**src/design/rslf_pkg.sv**
```systemverilog
// Package of the run-slice line core: field widths, constants, state and
// command types shared by the controller and the datapath. No dependencies.
package rslf_pkg;

  localparam int X_W = 9;
  localparam int Y_W = 8;
  localparam int COLOR_W = 8;
  localparam int LEN_W = 9;
  localparam int ADDR_W = 16;
  localparam int ERR_W = 12;
  localparam int MAX_RESULTS = 40;
  localparam int RCOUNT_W = 6;
  localparam int DIV_STEPS = X_W;
  localparam int DIV_CNT_W = 4;
  localparam logic [COLOR_W-1:0] FADE_FLOOR_RESET = 8'd216;

  typedef enum logic [2:0] {
    S_IDLE,
    S_CHECK,
    S_DIV,
    S_PREP,
    S_FIRST,
    S_BODY,
    S_LAST,
    S_SIMPLE
  } state_t;

  typedef enum logic [1:0] {
    K_SIMPLE,
    K_FIRST,
    K_BODY,
    K_LAST
  } run_kind_t;

  typedef struct packed {
    logic      load;
    logic      div_step;
    logic      prep;
    logic      emit;
    logic      last_run;
    run_kind_t kind;
  } cmd_t;

  typedef struct packed {
    logic simple;
    logic div_done;
    logic cnt_zero;
    logic cnt_one;
    logic fade_stop;
    logic out_free;
  } stat_t;

endpackage

```
**src/design/rslf_ctrl.sv**
```systemverilog
// Controller of the run-slice line core: sequences load, division, setup
// and run emission. Depends on rslf_pkg.
module rslf_ctrl (
  input  logic           clk,
  input  logic           rst,
  input  logic           in_valid,
  output logic           in_stall,
  input  rslf_pkg::stat_t stat,
  output rslf_pkg::cmd_t  cmd
);

  rslf_pkg::state_t state;
  rslf_pkg::state_t state_next;

  always_ff @(posedge clk) begin
    if (rst) begin
      state <= rslf_pkg::S_IDLE;
    end else begin
      state <= state_next;
    end
  end

  always_comb begin
    state_next   = state;
    in_stall     = 1'b1;
    cmd.load     = 1'b0;
    cmd.div_step = 1'b0;
    cmd.prep     = 1'b0;
    cmd.emit     = 1'b0;
    cmd.last_run = 1'b0;
    cmd.kind     = rslf_pkg::K_SIMPLE;
    case (state)
      rslf_pkg::S_IDLE: begin
        in_stall = 1'b0;
        if (in_valid) begin
          cmd.load   = 1'b1;
          state_next = rslf_pkg::S_CHECK;
        end
      end
      rslf_pkg::S_CHECK: begin
        state_next = stat.simple ? rslf_pkg::S_SIMPLE : rslf_pkg::S_DIV;
      end
      rslf_pkg::S_DIV: begin
        cmd.div_step = 1'b1;
        if (stat.div_done) begin
          state_next = rslf_pkg::S_PREP;
        end
      end
      rslf_pkg::S_PREP: begin
        cmd.prep   = 1'b1;
        state_next = rslf_pkg::S_FIRST;
      end
      rslf_pkg::S_FIRST: begin
        cmd.kind     = rslf_pkg::K_FIRST;
        cmd.last_run = stat.fade_stop;
        if (stat.out_free) begin
          cmd.emit = 1'b1;
          if (stat.fade_stop) begin
            state_next = rslf_pkg::S_IDLE;
          end else if (stat.cnt_zero) begin
            state_next = rslf_pkg::S_LAST;
          end else begin
            state_next = rslf_pkg::S_BODY;
          end
        end
      end
      rslf_pkg::S_BODY: begin
        cmd.kind     = rslf_pkg::K_BODY;
        cmd.last_run = stat.fade_stop;
        if (stat.out_free) begin
          cmd.emit = 1'b1;
          if (stat.fade_stop) begin
            state_next = rslf_pkg::S_IDLE;
          end else if (stat.cnt_one) begin
            state_next = rslf_pkg::S_LAST;
          end
        end
      end
      rslf_pkg::S_LAST: begin
        cmd.kind     = rslf_pkg::K_LAST;
        cmd.last_run = 1'b1;
        if (stat.out_free) begin
          cmd.emit   = 1'b1;
          state_next = rslf_pkg::S_IDLE;
        end
      end
      rslf_pkg::S_SIMPLE: begin
        cmd.kind     = rslf_pkg::K_SIMPLE;
        cmd.last_run = stat.fade_stop || stat.cnt_zero;
        if (stat.out_free) begin
          cmd.emit = 1'b1;
          if (cmd.last_run) begin
            state_next = rslf_pkg::S_IDLE;
          end
        end
      end
      default: begin
        state_next = rslf_pkg::S_IDLE;
      end
    endcase
  end

endmodule

```
**src/design/rslf_datapath.sv**
```systemverilog
// Datapath of the run-slice line core: endpoint setup, restoring divider,
// slice error term, position tracking and the result register.
// Depends on rslf_pkg.
module rslf_datapath #(
  parameter int SCREEN_WIDTH = 320
) (
  input  logic                          clk,
  input  logic                          rst,
  input  logic                          cfg_we,
  input  logic [rslf_pkg::COLOR_W-1:0]  cfg_data,
  input  logic [rslf_pkg::X_W-1:0]      x_start,
  input  logic [rslf_pkg::Y_W-1:0]      y_start,
  input  logic [rslf_pkg::X_W-1:0]      x_end,
  input  logic [rslf_pkg::Y_W-1:0]      y_end,
  input  logic [rslf_pkg::COLOR_W-1:0]  start_color,
  input  rslf_pkg::cmd_t                cmd,
  output rslf_pkg::stat_t               stat,
  output logic                          out_valid,
  input  logic                          out_stall,
  output logic [rslf_pkg::ADDR_W-1:0]   run_address,
  output logic [rslf_pkg::LEN_W-1:0]    run_length,
  output logic                          run_vertical,
  output logic                          step_left,
  output logic [rslf_pkg::COLOR_W-1:0]  run_color,
  output logic                          last_run
);

  localparam int MULT_W = rslf_pkg::Y_W + $clog2(SCREEN_WIDTH + 1) + 1;

  logic [rslf_pkg::COLOR_W-1:0]  fade_floor;
  logic [rslf_pkg::X_W-1:0]      x;
  logic [rslf_pkg::Y_W-1:0]      y;
  logic                          left;
  logic                          vert;
  logic                          ystep;
  logic                          simple;
  logic [rslf_pkg::COLOR_W-1:0]  color;
  logic [rslf_pkg::RCOUNT_W-1:0] rcount;
  logic [rslf_pkg::X_W-1:0]      cnt;
  logic [rslf_pkg::X_W-1:0]      dq;
  logic [rslf_pkg::X_W-1:0]      dr;
  logic [rslf_pkg::X_W-1:0]      dd;
  logic [rslf_pkg::DIV_CNT_W-1:0] dcnt;
  logic [rslf_pkg::X_W-1:0]      whole;
  logic [rslf_pkg::X_W:0]        adj_up;
  logic [rslf_pkg::X_W:0]        adj_down;
  logic signed [rslf_pkg::ERR_W-1:0] err;
  logic [rslf_pkg::LEN_W-1:0]    first_len;
  logic [rslf_pkg::LEN_W-1:0]    last_len;

  logic                          swap;
  logic [rslf_pkg::X_W-1:0]      xa;
  logic [rslf_pkg::X_W-1:0]      xb;
  logic [rslf_pkg::Y_W-1:0]      ya;
  logic [rslf_pkg::Y_W-1:0]      yb;
  logic [rslf_pkg::X_W:0]        dxs;
  logic [rslf_pkg::X_W-1:0]      dx;
  logic [rslf_pkg::X_W-1:0]      dy;
  logic                          xmajor;
  logic [rslf_pkg::X_W:0]        dtrial;
  logic                          dge;
  logic [rslf_pkg::X_W-1:0]      half;
  logic signed [rslf_pkg::ERR_W-1:0] err_init;
  logic signed [rslf_pkg::ERR_W-1:0] err_up;
  logic                          body_long;
  logic [rslf_pkg::LEN_W-1:0]    len_sel;
  logic [MULT_W-1:0]             addr_full;

  always_comb begin
    swap   = y_start > y_end;
    xa     = swap ? x_end : x_start;
    xb     = swap ? x_start : x_end;
    ya     = swap ? y_end : y_start;
    yb     = swap ? y_start : y_end;
    dxs    = {1'b0, xb} - {1'b0, xa};
    dx     = dxs[rslf_pkg::X_W] ? rslf_pkg::X_W'(-dxs) : dxs[rslf_pkg::X_W-1:0];
    dy     = rslf_pkg::X_W'(yb - ya);
    xmajor = dx > dy;

    dtrial = {dr, dq[rslf_pkg::X_W-1]};
    dge    = dtrial >= {1'b0, dd};

    half     = (dq >> 1) + rslf_pkg::X_W'(1);
    err_init = rslf_pkg::ERR_W'(dr) - rslf_pkg::ERR_W'({dd, 1'b0})
             + (dq[0] ? rslf_pkg::ERR_W'(dd) : rslf_pkg::ERR_W'(0));

    err_up    = err + rslf_pkg::ERR_W'(adj_up);
    body_long = err_up > 0;

    case (cmd.kind)
      rslf_pkg::K_SIMPLE: len_sel = rslf_pkg::LEN_W'(1);
      rslf_pkg::K_FIRST:  len_sel = first_len;
      rslf_pkg::K_BODY:   len_sel = body_long ? whole + rslf_pkg::LEN_W'(1) : whole;
      rslf_pkg::K_LAST:   len_sel = last_len;
      default:            len_sel = rslf_pkg::LEN_W'(1);
    endcase

    addr_full = MULT_W'(y) * MULT_W'(SCREEN_WIDTH) + MULT_W'(x);

    stat.simple    = simple;
    stat.div_done  = dcnt == rslf_pkg::DIV_CNT_W'(rslf_pkg::DIV_STEPS - 1);
    stat.cnt_zero  = cnt == '0;
    stat.cnt_one   = cnt == rslf_pkg::X_W'(1);
    stat.fade_stop = (color <= fade_floor) ||
                     (rcount == rslf_pkg::RCOUNT_W'(rslf_pkg::MAX_RESULTS - 1));
    stat.out_free  = !out_valid || !out_stall;
  end

  always_ff @(posedge clk) begin
    if (rst) begin
      fade_floor <= rslf_pkg::FADE_FLOOR_RESET;
    end else if (cfg_we) begin
      fade_floor <= cfg_data;
    end
  end

  always_ff @(posedge clk) begin
    if (rst) begin
      out_valid <= 1'b0;
    end else if (cmd.emit) begin
      out_valid <= 1'b1;
    end else if (!out_stall) begin
      out_valid <= 1'b0;
    end
  end

  always_ff @(posedge clk) begin
    if (cmd.load) begin
      x      <= xa;
      y      <= ya;
      left   <= dxs[rslf_pkg::X_W];
      color  <= start_color;
      rcount <= '0;
      ystep  <= dy != '0;
      simple <= (dx == '0) || (dy == '0) || (dx == dy);
      vert   <= ((dx == '0) || (dy == '0) || (dx == dy)) ? (dx == '0) : !xmajor;
      cnt    <= (dx == '0) ? dy : dx;
      dq     <= xmajor ? dx : dy;
      dd     <= xmajor ? dy : dx;
      dr     <= '0;
      dcnt   <= '0;
    end
    if (cmd.div_step) begin
      dr   <= dge ? rslf_pkg::X_W'(dtrial - {1'b0, dd}) : dtrial[rslf_pkg::X_W-1:0];
      dq   <= {dq[rslf_pkg::X_W-2:0], dge};
      dcnt <= dcnt + rslf_pkg::DIV_CNT_W'(1);
    end
    if (cmd.prep) begin
      whole     <= dq;
      adj_up    <= {dr, 1'b0};
      adj_down  <= {dd, 1'b0};
      err       <= err_init;
      last_len  <= half;
      first_len <= ((dr == '0) && !dq[0]) ? half - rslf_pkg::X_W'(1) : half;
      cnt       <= dd - rslf_pkg::X_W'(1);
    end
    if (cmd.emit) begin
      run_address  <= rslf_pkg::ADDR_W'(addr_full);
      run_length   <= len_sel;
      run_vertical <= vert;
      step_left    <= left;
      run_color    <= color;
      last_run     <= cmd.last_run;
      color        <= color - rslf_pkg::COLOR_W'(1);
      rcount       <= rcount + rslf_pkg::RCOUNT_W'(1);
      if (cmd.kind == rslf_pkg::K_SIMPLE) begin
        cnt <= cnt - rslf_pkg::X_W'(1);
        if (vert) begin
          y <= y + rslf_pkg::Y_W'(1);
        end else begin
          x <= left ? x - rslf_pkg::X_W'(1) : x + rslf_pkg::X_W'(1);
          y <= y + rslf_pkg::Y_W'(ystep);
        end
      end else begin
        if (cmd.kind == rslf_pkg::K_BODY) begin
          cnt <= cnt - rslf_pkg::X_W'(1);
          err <= body_long ? err_up - rslf_pkg::ERR_W'(adj_down) : err_up;
        end
        if (vert) begin
          y <= y + rslf_pkg::Y_W'(len_sel);
          x <= left ? x - rslf_pkg::X_W'(1) : x + rslf_pkg::X_W'(1);
        end else begin
          x <= left ? x - len_sel : x + len_sel;
          y <= y + rslf_pkg::Y_W'(1);
        end
      end
    end
  end

endmodule

```
**src/design/run_slice_line_runs_fading_core.sv**
```systemverilog
// Run-slice line core. One line command is taken only while the core is idle.
// Slanted lines run setup (load, check, nine divider steps, error setup),
// then give one run per cycle while the output is not stalled; lines that
// are purely horizontal, vertical or diagonal need only load and check.
// The divider loop sets the setup time, the output register the run rate.
// Reset is synchronous and active high; it sets fade_floor to 216 and idles.
module run_slice_line_runs_fading_core #(
  parameter int SCREEN_WIDTH = 320
) (
  input  logic                         clk,
  input  logic                         rst,
  input  logic                         cfg_we,
  input  logic [rslf_pkg::COLOR_W-1:0] cfg_data,
  input  logic                         in_valid,
  output logic                         in_stall,
  input  logic [rslf_pkg::X_W-1:0]     x_start,
  input  logic [rslf_pkg::Y_W-1:0]     y_start,
  input  logic [rslf_pkg::X_W-1:0]     x_end,
  input  logic [rslf_pkg::Y_W-1:0]     y_end,
  input  logic [rslf_pkg::COLOR_W-1:0] start_color,
  output logic                         out_valid,
  input  logic                         out_stall,
  output logic [rslf_pkg::ADDR_W-1:0]  run_address,
  output logic [rslf_pkg::LEN_W-1:0]   run_length,
  output logic                         run_vertical,
  output logic                         step_left,
  output logic [rslf_pkg::COLOR_W-1:0] run_color,
  output logic                         last_run
);

  rslf_pkg::cmd_t  cmd;
  rslf_pkg::stat_t stat;

  rslf_ctrl u_ctrl (
    .clk      (clk),
    .rst      (rst),
    .in_valid (in_valid),
    .in_stall (in_stall),
    .stat     (stat),
    .cmd      (cmd)
  );

  rslf_datapath #(
    .SCREEN_WIDTH (SCREEN_WIDTH)
  ) u_datapath (
    .clk          (clk),
    .rst          (rst),
    .cfg_we       (cfg_we),
    .cfg_data     (cfg_data),
    .x_start      (x_start),
    .y_start      (y_start),
    .x_end        (x_end),
    .y_end        (y_end),
    .start_color  (start_color),
    .cmd          (cmd),
    .stat         (stat),
    .out_valid    (out_valid),
    .out_stall    (out_stall),
    .run_address  (run_address),
    .run_length   (run_length),
    .run_vertical (run_vertical),
    .step_left    (step_left),
    .run_color    (run_color),
    .last_run     (last_run)
  );

endmodule

```
**config.mk**
```make
export PLATFORM = sky130hd
export DESIGN_NAME = run_slice_line_runs_fading_core
export DESIGN_NICKNAME = d
export VERILOG_FILES = /design/src/design/rslf_pkg.sv /design/src/design/rslf_ctrl.sv /design/src/design/rslf_datapath.sv /design/src/design/run_slice_line_runs_fading_core.sv
export SDC_FILE = /design/constraint.sdc
export NUM_CORES = 1
export LEC_CHECK = 0
export BUFFER_PORTS_ARGS = -buffer_cell sky130_fd_sc_hd__buf_2
export CORE_AREA = 2 2 180 358
export CTS_BUF_LIST = sky130_fd_sc_hd__clkbuf_4 sky130_fd_sc_hd__clkbuf_8
export CTS_CLUSTER_SIZE = 16
export DETAILED_ROUTE_END_ITERATION = 12
export DIE_AREA = 0 0 182 360
export MAX_ROUTING_LAYER = met4
export PLACE_DENSITY = 0.45
export SYNTH_ARGS = -nofsm -noshare
export SYNTH_HDL_FRONTEND = slang
export SYNTH_SLANG_ARGS = --single-unit
```
**constraint.sdc**
```tcl
create_clock -name clk -period 16.7 [get_ports clk]
set_clock_uncertainty 0.15 [all_clocks]
set_input_delay 0 -clock clk [delete_from_list [all_inputs] [get_ports clk]]
set_output_delay 0 -clock clk [all_outputs]
set_load 0.02 [all_outputs]
```
==> results.sh, run 1 <==
export IMPL_drive_gt1_frac=0.1003
export IMPL_fmax_mhz=143.4
export IMPL_path_clk_slew_ps=120
export IMPL_cp_data_arrival_time_ps=7310
export IMPL_setup_ws_ps=9725
export IMPL_cp_start_kind="register"
export IMPL_viasPerCell=4.831
export IMPL_yosysSeqAreaShare=0.3504
export IMPL_antenna_found_initial=2
export IMPL_ys_types=89
export IMPL_io_buffers=92
export IMPL_fin_nets=1919
export IMPL_maxCapViolations=0
export IMPL_drt_iter0_markers=611
export IMPL_ys_ff_latch=180
export IMPL_fin_tns_setup_ps=0
export IMPL_drt_pass1_iter_count=8
export IMPL_fin_crit_sh=0.4177
export IMPL_clock_sinks=180
export IMPL_synth_compound_area_frac=0.1950
export IMPL_die_area_mm2=0.06552
export IMPL_cp_max_fo=21
export IMPL_design_core_area_mm2=0.06279
export IMPL_hold_viol=0
export IMPL_cp_end_kind="register"
export IMPL_synthesis_area_mm2=0.01425
export IMPL_pre_cts_slack_ps=9768
export IMPL_drt_wl_total_mm=47.69
export IMPL_clockRootBuffer="clkbuf_8"
export IMPL_synth_edf_count=139
export IMPL_drc_errors=0
export IMPL_synth_warnings=0
export IMPL_cts_resized=0
export IMPL_p_per_area_mw_per_mm2=211.2
export IMPL_cts_made_buffers=17
export IMPL_clock_path_buffers=2
export IMPL_path_class="reg2reg"
export IMPL_grt_pass1_wl_mm=72.97
export IMPL_synth_avg_cell_area_um2=8.943
export IMPL_maxSlewViolCount=0
export IMPL_via_count=12261
export IMPL_syn_num_nets=1781
export IMPL_tightest_slew_ps=1090
export IMPL_row_count=130
export IMPL_ioPinCount=93
export IMPL_grt_use_total=0.1503
export IMPL_grt_overflow=0
export IMPL_hold_start="x_start[0]"
export IMPL_startpoint="u_datapath.adj_up[5]"
export IMPL_outcome="complete, no violations"
export IMPL_ant_nets=0
export IMPL_post_drt_wl_per_cell_um=18.79
export IMPL_synthAdderAreaFrac=0.1261
export IMPL_synthSimpleGateAreaFrac=0.1647
export IMPL_synthToLayoutAreaGrowth_pct=17.02
export IMPL_gp_congestion=0.8764
export IMPL_insertion_delay_ps=550
export IMPL_start_util=0.2270
export IMPL_synth_xor_area_frac=0.08532
export IMPL_muxShareOfSynthArea=0.02712
export IMPL_slew_headroom=0.2718
export IMPL_required_ps=17040
export IMPL_power_leakage_uw=0.006771
export IMPL_syn_inst=1594
export IMPL_synth_top_flop_cell="edfxtp_1"
export IMPL_ir_drop_uv=65.11
export IMPL_grt_pass1_vias=12739
export IMPL_die_h_um=360
export IMPL_synth_top_family_by_area="compound AO/OA/AOI/OAI gates"
export IMPL_async_flop_share=0
export IMPL_die_w_um=182
export IMPL_htree_levels=4
export IMPL_dpl_hpwl_mm=38.18
export IMPL_rsz0062_at_grt="no"
export IMPL_fillers=6732
export IMPL_setup_viol_count_final=0
export IMPL_post_route_min_period_ps=6975
export IMPL_cts_tree="yes"
export IMPL_hp_class="in2reg"
export IMPL_grt_max_degree=56
export IMPL_r2r_start="u_datapath.adj_up[5]"
power breakdown:
group	switching, µW	total [µW]	internal (µW)	leakage (µW)
clock network	199	311	112	0.000203
logic	1330	2260	926	0.00493
registers	203	953	751	0.00164
total	1730	3520	1790	0.00677
area by class of cell:
type | instances | area (µm²) | area share
diodes | 1 | 2.502 | 0.0001500
clock buffers | 17 | 234.0 | 0.01403
clock inverters | 15 | 160.2 | 0.009601
inverters | 136 | 510.5 | 0.03060
multi-input cells | 1222 | 8534 | 0.5116
flip-flops and latches | 180 | 4995 | 0.2994
well taps | 792 | 991.0 | 0.05941
repair buffers | 175 | 1254 | 0.07516
metrics by stage:
| stage | total power (µW) | area, µm² | cells | hold slack (ps) | utilization |
|---|---|---|---|---|---|
| 6_report | 3523 | 16680 | 2538 | 76.88 | 0.2657 |
| 5_1_grt | 3848 | 16680 | 2538 | 79.01 | 0.2657 |
| 4_1_cts | 3568 | 16680 | 2537 | 17.70 | 0.2656 |
| 3_5_place_dp | 3202 | 15600 | 2437 | 96.86 | 0.2485 |
| 3_3_place_gp | 3178 | 15600 | 2437 | 93.42 | 0.2485 |
| 2_1_floorplan | 2559 | 14250 | 1594 | -19.62 | - |
routing by layer:
| metal | GRT usage | vias up | wire length [µm] | share of wire |
|---|---|---|---|---|
| met4 | 0.08286 | 0 | 2440 | 0.051 |
| met3 | 0.01608 | 92 | 974 | 0.020 |
| li1 | - | 6026 | - | - |
| met5 | - | - | 0 | 0 |
| met1 | 0.1452 | 5889 | 17650 | 0.37 |
| met2 | 0.2878 | 254 | 26620 | 0.56 |
worst max-delay path, cell delays in order (launching register included):
cell and delay, ps:
edfxtp_1 390, ha_1 360, o21a_1 200, o21ai_0 450, a21o_1 210, a21oi_1 90, xor2_1 730, nand2b_1 200
buf_4 280, mux2i_1 120, o22ai_1 600, inv_1 190, ha_1 330, mux2i_1 100, fa_1 490, nand2_1 80
nand2_1 50, a21oi_1 230, o21ai_0 150, o21ai_0 240, nand2b_1 80, a21oi_1 170, xnor2_1 150, xnor2_1 120
or4b_2 660, nand4_1 110
cells in the mapped netlist, drive strengths merged (23+ instances only):
library cell,count,area share
o21ai,93,0.033
nand2b,23,0.010
xnor2,91,0.056
xor2,47,0.029
ha,122,0.11
dfxtp,41,0.058
a21o,40,0.021
and2,23,0.010
a31oi,24,0.011
nand2,147,0.039
nand3,32,0.011
mux2i,33,0.023
clkbuf,47,0.012
a211oi,32,0.017
a21oi,104,0.037
edfxtp,139,0.29
inv,135,0.036
nor2,128,0.034
nor3,39,0.014
cells in the final DEF (no fill, tap or decap), types with 16 or more instances in the layout:
cell type      Yosys  routed
clkbuf_8           0      17
mux2i_1           33      33
nand2_1          147     146
a31oi_1           24      24
xnor2_1           90      90
a211oi_1          31      31
o21ai_0           90      90
inv_1            132     131
xor2_1            47      47
a21o_1            40      40
o211ai_1          17      17
edfxtp_1         139     139
ha_1             122     122
dfxtp_1           41      41
dlygate4sd3_1      0      68
and2_1            20      20
nor3_1            38      38
buf_2              3      92
nand2b_1          23      23
nor2b_1           19      19
a21oi_1          103     103
nor2_1           127     127
nand3_1           32      32
or3_1             16      16
registers in the layout, summed over array words and instances (netlist names), 3 cells and up:
name,count
u_ctrl.state,3
u_datapath.adj_down,9
u_datapath.adj_up,9
u_datapath.cnt,9
u_datapath.color,8
u_datapath.dcnt,4
u_datapath.dd,9
u_datapath.dq,9
u_datapath.dr,9
u_datapath.err,12
u_datapath.fade_floor,8
u_datapath.first_len,9
u_datapath.last_len,9
u_datapath.rcount,6
u_datapath.run_address,16
u_datapath.run_color,8
u_datapath.run_length,9
u_datapath.whole,9
u_datapath.x,9
u_datapath.y,8
repair_timing:
action                                 4_1_cts  5_1_grt
buffers inserted                             0        0
hold buffers                                68        0
endpoints found under the hold margin       36        0
logic make-up (layout without fill, tap and decap cells):
family,Yosys count,count (layout)
buffers and inverters,192,343
other,0,1
xor gates and xnor gates,138,138
muxes,38,38
adders and majority gates,139,139
and+or+nand+nor,487,487
AOI/OAI and AO/OA,420,420
DFF,180,180
final timing paths:
path / slack, ps / depth (start not counted) / end
setup reg to reg: 9720 / 25 / u_datapath.x[8]
hold / removal: 80 / 5 / u_datapath.dd[0]
hold reg to reg: 340 / 2 / u_datapath.err[6]
setup / recovery: 9720 / 25 / u_datapath.x[8]
Note: power is estimated with default switching activity, not from simulation.
==> inputs of run 2 (changes only) <==
Settings changed: ABC_AREA from default to 1, CORE_AREA 2 2 180 358 to 2 2 178 354, DIE_AREA 0 0 182 360 to 0 0 180 356, PLACE_DENSITY 0.45 to 0.46.
Clock period 16.7 ns to 5.6 ns, I/O delays scaled along.
==> run 2 against run 1 <==
Net effect:
- utilization rose by 0.73 points
- routed wire length down 12%
- setup slack got worse by 9400 ps
- flip-flop and latch count stayed put
- sequential share of layout area shrank 0.19 points
- sequential power rose to 2.9 times the previous value
- first-iteration DRC count grew 12%
- combinational power increased to 2.9 times the previous value
- die area down 2.2%
- maximum frequency increased by 33%
- total power increased to 2.9 times the previous value
- via count is 1.3% higher
- critical endpoint unchanged
==> results.sh, run 2 <==
export IMPL_grtUsageMet2=0.2202
export IMPL_die_h_um=356
export IMPL_slew_headroom=0.2974
export IMPL_drt_wl_total_mm=42.03
export IMPL_cp_data_arrival_time_ps=5500
export IMPL_rsz0062_at_grt="yes"
export IMPL_hp_class="in2reg"
export IMPL_power_leakage_uw=0.007489
export IMPL_hold_viol=0
export IMPL_clockRootBuffer="clkbuf_8"
export IMPL_async_flop_share=0
export IMPL_cp_end_kind="register"
export IMPL_cts_tree="yes"
export IMPL_setup_ws_ps=344.4
export IMPL_path_clk_slew_ps=100
export IMPL_design_core_area_mm2=0.06150
export IMPL_fin_tns_setup_ps=0
export IMPL_outcome="complete, no violations"
export IMPL_ir_drop_uv=185.9
export IMPL_syn_num_nets=1986
export IMPL_grt_max_degree=63
export IMPL_start_util=0.2268
export IMPL_drt_pass1_iter_count=5
export IMPL_p_per_area_mw_per_mm2=609.3
export IMPL_hold_depth=5
export IMPL_reg_top3="u_datapath.run_address (16), u_datapath.err (12)"
export IMPL_regMostFlops="u_datapath.run_address"
export IMPL_synth_top_flop_cell="edfxtp_1"
export IMPL_power_uw=10230
export IMPL_die_w_um=180
export IMPL_synthToLayoutAreaGrowth_pct=20.36
export IMPL_worstHoldEndpoint="u_datapath.y[7]"
export IMPL_use_met3=0.01370
export IMPL_ys_top_cells_by_count="nand2_1, inv_1, nor2_1, edfxtp_1, o21ai_0"
export IMPL_grt_use_total=0.1354
export IMPL_grt_overflow=0
export IMPL_grt_pass1_vias=11942
export IMPL_busiest_layer="met2"
export IMPL_setup_viol_count_final=0
export IMPL_via_count=12416
export IMPL_synth_area_leaders="edfxtp_1, ha_1, nand2_1"
export IMPL_timing_hold_ws_ps=54.73
export IMPL_post_route_min_period_ps=5256
export IMPL_final_cell_mix="nand2_1, inv_1, nor2_1"
export IMPL_synth_avg_cell_area_um2=7.753
export IMPL_post_drt_wl_per_cell_um=15.08
export IMPL_r2r_start="u_datapath.adj_up[1]"
export IMPL_yosysSeqAreaShare=0.3581
export IMPL_dpl_cell_area_mm2=0.01559
export IMPL_ys_ff_latch=180
export IMPL_cp_start_kind="register"
export IMPL_die_area_mm2=0.06408
export IMPL_rrSetupSlack_ps=340
export IMPL_synth_edf_count=139
export IMPL_cts_made_buffers=17
export IMPL_io_buffers=92
export IMPL_crit_slowest_cell="edfxtp_1"
export IMPL_use_met1=0.1808
export IMPL_maxSlewViolCount=0
export IMPL_synthesis_area_mm2=0.01395
export IMPL_syn_inst=1799
export IMPL_gp_congestion=0.8499
export IMPL_crit_top_cell="nor2_1"
export IMPL_ioPinCount=93
export IMPL_cp_slowest_stage_delay_ps=430
export IMPL_clock_sinks=180
export IMPL_r2r_end="u_datapath.x[8]"
export IMPL_path_class="reg2reg"
export IMPL_dpl_hpwl_mm=32.91
export IMPL_fin_nets=2173
export IMPL_reg2regPathDepth=35
export IMPL_synth_warnings=0
export IMPL_cp_max_fo=10
export IMPL_largest_reg_flops=16
export IMPL_insertion_delay_ps=510
export IMPL_ys_types=52
export IMPL_ant_nets=0
export IMPL_synth_most_common_cell="nand2_1"
export IMPL_hold_start="y_start[7]"
export IMPL_row_count=129
export IMPL_pre_cts_slack_ps=55.32
export IMPL_synth_area_leader_cell="edfxtp_1"
export IMPL_stdcell_area_mm2=0.01679
export IMPL_htree_levels=4
export IMPL_tightest_slew_ps=1051
export IMPL_fmax_mhz=190.3
export IMPL_clock_path_buffers=2
export IMPL_drive_gt1_frac=0.1186
export IMPL_final_common_cell="nand2_1"
export IMPL_drc_errors=0
export IMPL_maxCapViolations=0
export IMPL_fin_crit_sh=0.9385
export IMPL_antenna_found_initial=1
export IMPL_synth_top_area_frac=0.2992
export IMPL_required_ps=5850
export IMPL_viasPerCell=4.457
export IMPL_grt_pass1_wl_mm=66.76
export IMPL_drt_iter0_markers=685
## run 2: worst max path at each step
stage	slack, ps	to	cells past startpoint	start
6_report	340	u_datapath.x[8]	35	u_datapath.adj_up[1]
5_1_grt	-150	u_datapath.x[8]	37	u_datapath.adj_up[1]
4_1_cts	70	u_datapath.x[8]	37	u_datapath.adj_up[1]
3_5_place_dp	60	u_datapath.x[8]	38	u_datapath.adj_up[1]
3_3_place_gp	80	u_datapath.x[8]	38	u_datapath.adj_up[1]
2_1_floorplan	350	u_datapath.x[8]	38	u_datapath.adj_up[1]
## run 2: layout make-up
type,count,area [µm²]
Clock buffer,19,255.2
Inverter,275,1041
Tap cell,786,983.4
Multi-Input combinational cell,1310,7919
Timing Repair Buffer,202,1469
Clock inverter,13,123.9
Fill cell,6687,44710
Sequential cell,180,4995
Antenna cell,1,2.502
## run 2: what timing repair did
action / CTS / global route
setup buffers: 0 / 7
setup endpoints to repair: 1 / 17
pin swaps: 0 / 8
resized for setup: 1 / 34
hold buffers: 62 / 1
hold endpoints to repair: 35 / 1
## run 2: kinds of logic (layout without fill, tap and decap cells)
kind of cell             after synthesis  in the layout  synth area share
adder cells (fa/ha/maj)              132            132            0.1238
XOR/XNOR                             106            106           0.06656
multiplexers                           1              1         0.0007176
AND/OR/NAND/NOR                      706            706            0.2166
other                                  0              1                 0
AO/OA/AOI/OAI                        365            365            0.1494
buffers and inverters                309            509           0.08486
flip-flops                           180            180            0.3581
## run 2: worst max-delay path, delay by kind of cell (launching register included)
family / cells / cell delay, ps
adder cells (fa/ha/maj): 4 / 1010
AO/OA/AOI/OAI: 3 / 470
XOR/XNOR: 2 / 290
buffers and inverters: 6 / 600
flip-flops: 1 / 430
AND/OR/NAND/NOR: 20 / 2210
## run 2: metrics by stage
stage / util / instances
after global routing: 0.2730 / 2786
after CTS: 0.2698 / 2777
final: 0.2730 / 2786
after floorplan: - / 1799
after detailed placement: 0.2535 / 2683
after global placement: 0.2535 / 2683
## run 2: per-layer routing
| layer | wire length, µm | vias to the layer above |
|---|---|---|
| met5 | 0 | - |
| met2 | 19620 | 206 |
| met3 | 1153 | 27 |
| met4 | 534 | 0 |
| met1 | 20710 | 5767 |
| li1 | - | 6416 |
## run 2: where the power goes
part	leakage [µW]	switching, µW	internal [µW]
combinational	0.00565	4000	2570
sequential	0.00164	549	2210
clock	0.000194	525	376
==> inputs of run 3 (changes only) <==
Settings changed: CTS_BUF_LIST sky130_fd_sc_hd__clkbuf_4 sky130_fd_sc_hd__clkbuf_8 to default, MAX_ROUTING_LAYER met4 to default.
==> run 3 against run 2 <==
Net effect:
- the run now ends with negative hold slack left
- critical path depth increased by 2
- cell count fell by 0.83%
- die area is the same
- setup slack worse by 12 ps
- flip-flop and latch count did not move
- clock-buffer cell count is the same
- register-to-register slack barely moved
- first-iteration DRC count rose by 8.9%
- largest power group unchanged
==> results.sh, run 3 (synthesis results as in run 2) <==
export IMPL_pre_cts_slack_ps=55.32
export IMPL_post_route_min_period_ps=5268
export IMPL_largest_reg_flops=16
export IMPL_die_area_mm2=0.06408
export IMPL_insertion_delay_ps=460
export IMPL_clock_sinks=180
export IMPL_clock_path_buffers=2
export IMPL_crit_buf_inv=5
export IMPL_reg_top3="u_datapath.run_address (16), u_datapath.err (12)"
export IMPL_outcome="complete, but fails checks"
export IMPL_setup_ws_ps=332.4
export IMPL_path_clk_slew_ps=80
export IMPL_design_core_area_mm2=0.06150
export IMPL_post_drt_wl_per_cell_um=15.18
export IMPL_maxSlewViolCount=0
export IMPL_fin_nets=2151
export IMPL_timing_hold_ws_ps=-15.94
export IMPL_cp_slowest_stage_delay_ps=370
export IMPL_regMostFlops="u_datapath.run_address"
export IMPL_setup_viol_count_final=0
export IMPL_synthToLayoutAreaGrowth_pct=19.64
export IMPL_cp_max_fo=10
export IMPL_stdcell_area_mm2=0.01669
export IMPL_rsz0062_at_grt="yes"
export IMPL_slew_headroom=0.3170
export IMPL_dpl_hpwl_mm=32.91
export IMPL_clockRootBuffer="clkbuf_16"
export IMPL_grt_pass1_vias=11903
export IMPL_hold_viol=2
export IMPL_drt_pass1_iter_count=5
export IMPL_antenna_found_initial=1
export IMPL_die_w_um=180
export IMPL_violations="negative hold slack"
export IMPL_drive_gt1_frac=0.1133
export IMPL_drc_errors=0
export IMPL_path_class="reg2reg"
export IMPL_cts_tree="yes"
export IMPL_hp_class="in2reg"
export IMPL_grt_pass1_wl_mm=66.38
export IMPL_drt_wl_total_mm=41.95
export IMPL_critical_path_top_delay_family="simple AND/OR/NAND/NOR gates"
export IMPL_cts_made_buffers=17
export IMPL_antenna_diode_count=0
export IMPL_power_leakage_uw=0.007484
export IMPL_maxCapViolations=0
export IMPL_cp_start_kind="register"
export IMPL_cp_data_arrival_time_ps=5460
export IMPL_grt_overflow=0
export IMPL_dpl_cell_area_mm2=0.01559
export IMPL_tightest_slew_ps=1022
export IMPL_crit_top_cell="nor2_1"
export IMPL_die_h_um=356
export IMPL_ir_drop_uv=210.5
export IMPL_io_buffers=92
export IMPL_ioPinCount=93
export IMPL_viasPerCell=4.465
export IMPL_fmax_mhz=189.8
export IMPL_ant_nets=0
export IMPL_fin_crit_sh=0.9406
export IMPL_row_count=129
export IMPL_cp_end_kind="register"
export IMPL_start_util=0.2268
export IMPL_final_common_cell="nand2_1"
export IMPL_crit_slowest_cell="edfxtp_1"
export IMPL_grt_max_degree=63
export IMPL_fillers=6683
export IMPL_htree_levels=4
export IMPL_final_cell_mix="nand2_1, inv_1, nor2_1"
export IMPL_gp_congestion=0.8366
export IMPL_via_count=12336
export IMPL_p_per_area_mw_per_mm2=627.2
export IMPL_required_ps=5790
export IMPL_grt_use_total=0.1313
export IMPL_fin_tns_setup_ps=0
export IMPL_drt_iter0_markers=746
## run 3: through the flow
step | power (µW) | util | cells
3_3_place_gp | 9134 | 0.2535 | 2683
5_1_grt | 11560 | 0.2714 | 2763
2_1_floorplan | 7288 | - | 1799
3_5_place_dp | 9162 | 0.2535 | 2683
6_report | 10470 | 0.2714 | 2763
4_1_cts | 10440 | 0.2698 | 2759
## run 3: metal layers
| metal | up-vias | GRT usage | part of all wire |
|---|---|---|---|
| met4 | 2 | 0.03285 | 0.014 |
| met5 | - | 0 | 0.00031 |
| met2 | 218 | 0.2176 | 0.46 |
| li1 | 6373 | - | - |
| met1 | 5716 | 0.1806 | 0.49 |
| met3 | 27 | 0.01646 | 0.031 |
## run 3: worst paths after layout
path / start / end / slack [ps] / cells past startpoint
worst max-delay path: u_datapath.adj_up[3] / u_datapath.x[8] / 330 / 37
worst min-delay path: x_end[0] / u_datapath.x[0] / -20 / 5
worst max register to register: u_datapath.adj_up[3] / u_datapath.x[8] / 330 / 37
worst min register to register: u_datapath.dq[5] / u_datapath.whole[5] / 310 / 0
## run 3: what timing repair did
action	4_1_cts	5_1_grt
resized for setup	0	20
setup buffers	0	4
hold buffers	44	0
endpoints found under the setup margin	0	8
endpoints found under the hold margin	24	0
## run 3: worst reg2reg max path: cells and delay by family, from the launching register on
kind                       cells  cell delay (ps)
AOI/OAI and AO/OA              5              760
xor gates and xnor gates       2              270
adders and majority gates      3              850
buffers and inverters          5              480
DFF                            1              370
and+or+nand+nor               22             2300
## run 3: area by class of cell
type / count / area (µm²) / area share
Tap cell: 786 / 983.4 / 0.05893
Clock inverter: 13 / 123.9 / 0.007423
Timing Repair Buffer: 180 / 1256 / 0.07528
Clock buffer: 19 / 442.9 / 0.02654
Multi-Input combinational cell: 1310 / 7851 / 0.4705
Sequential cell: 180 / 4995 / 0.2993
Inverter: 275 / 1035 / 0.06201
## run 3: where the power goes
group	total, µW	leakage (µW)	internal (µW)	switching [µW]
sequential	2760	0.00164	2210	544
combinational	6510	0.00556	2520	4000
clock	1200	0.000278	632	564
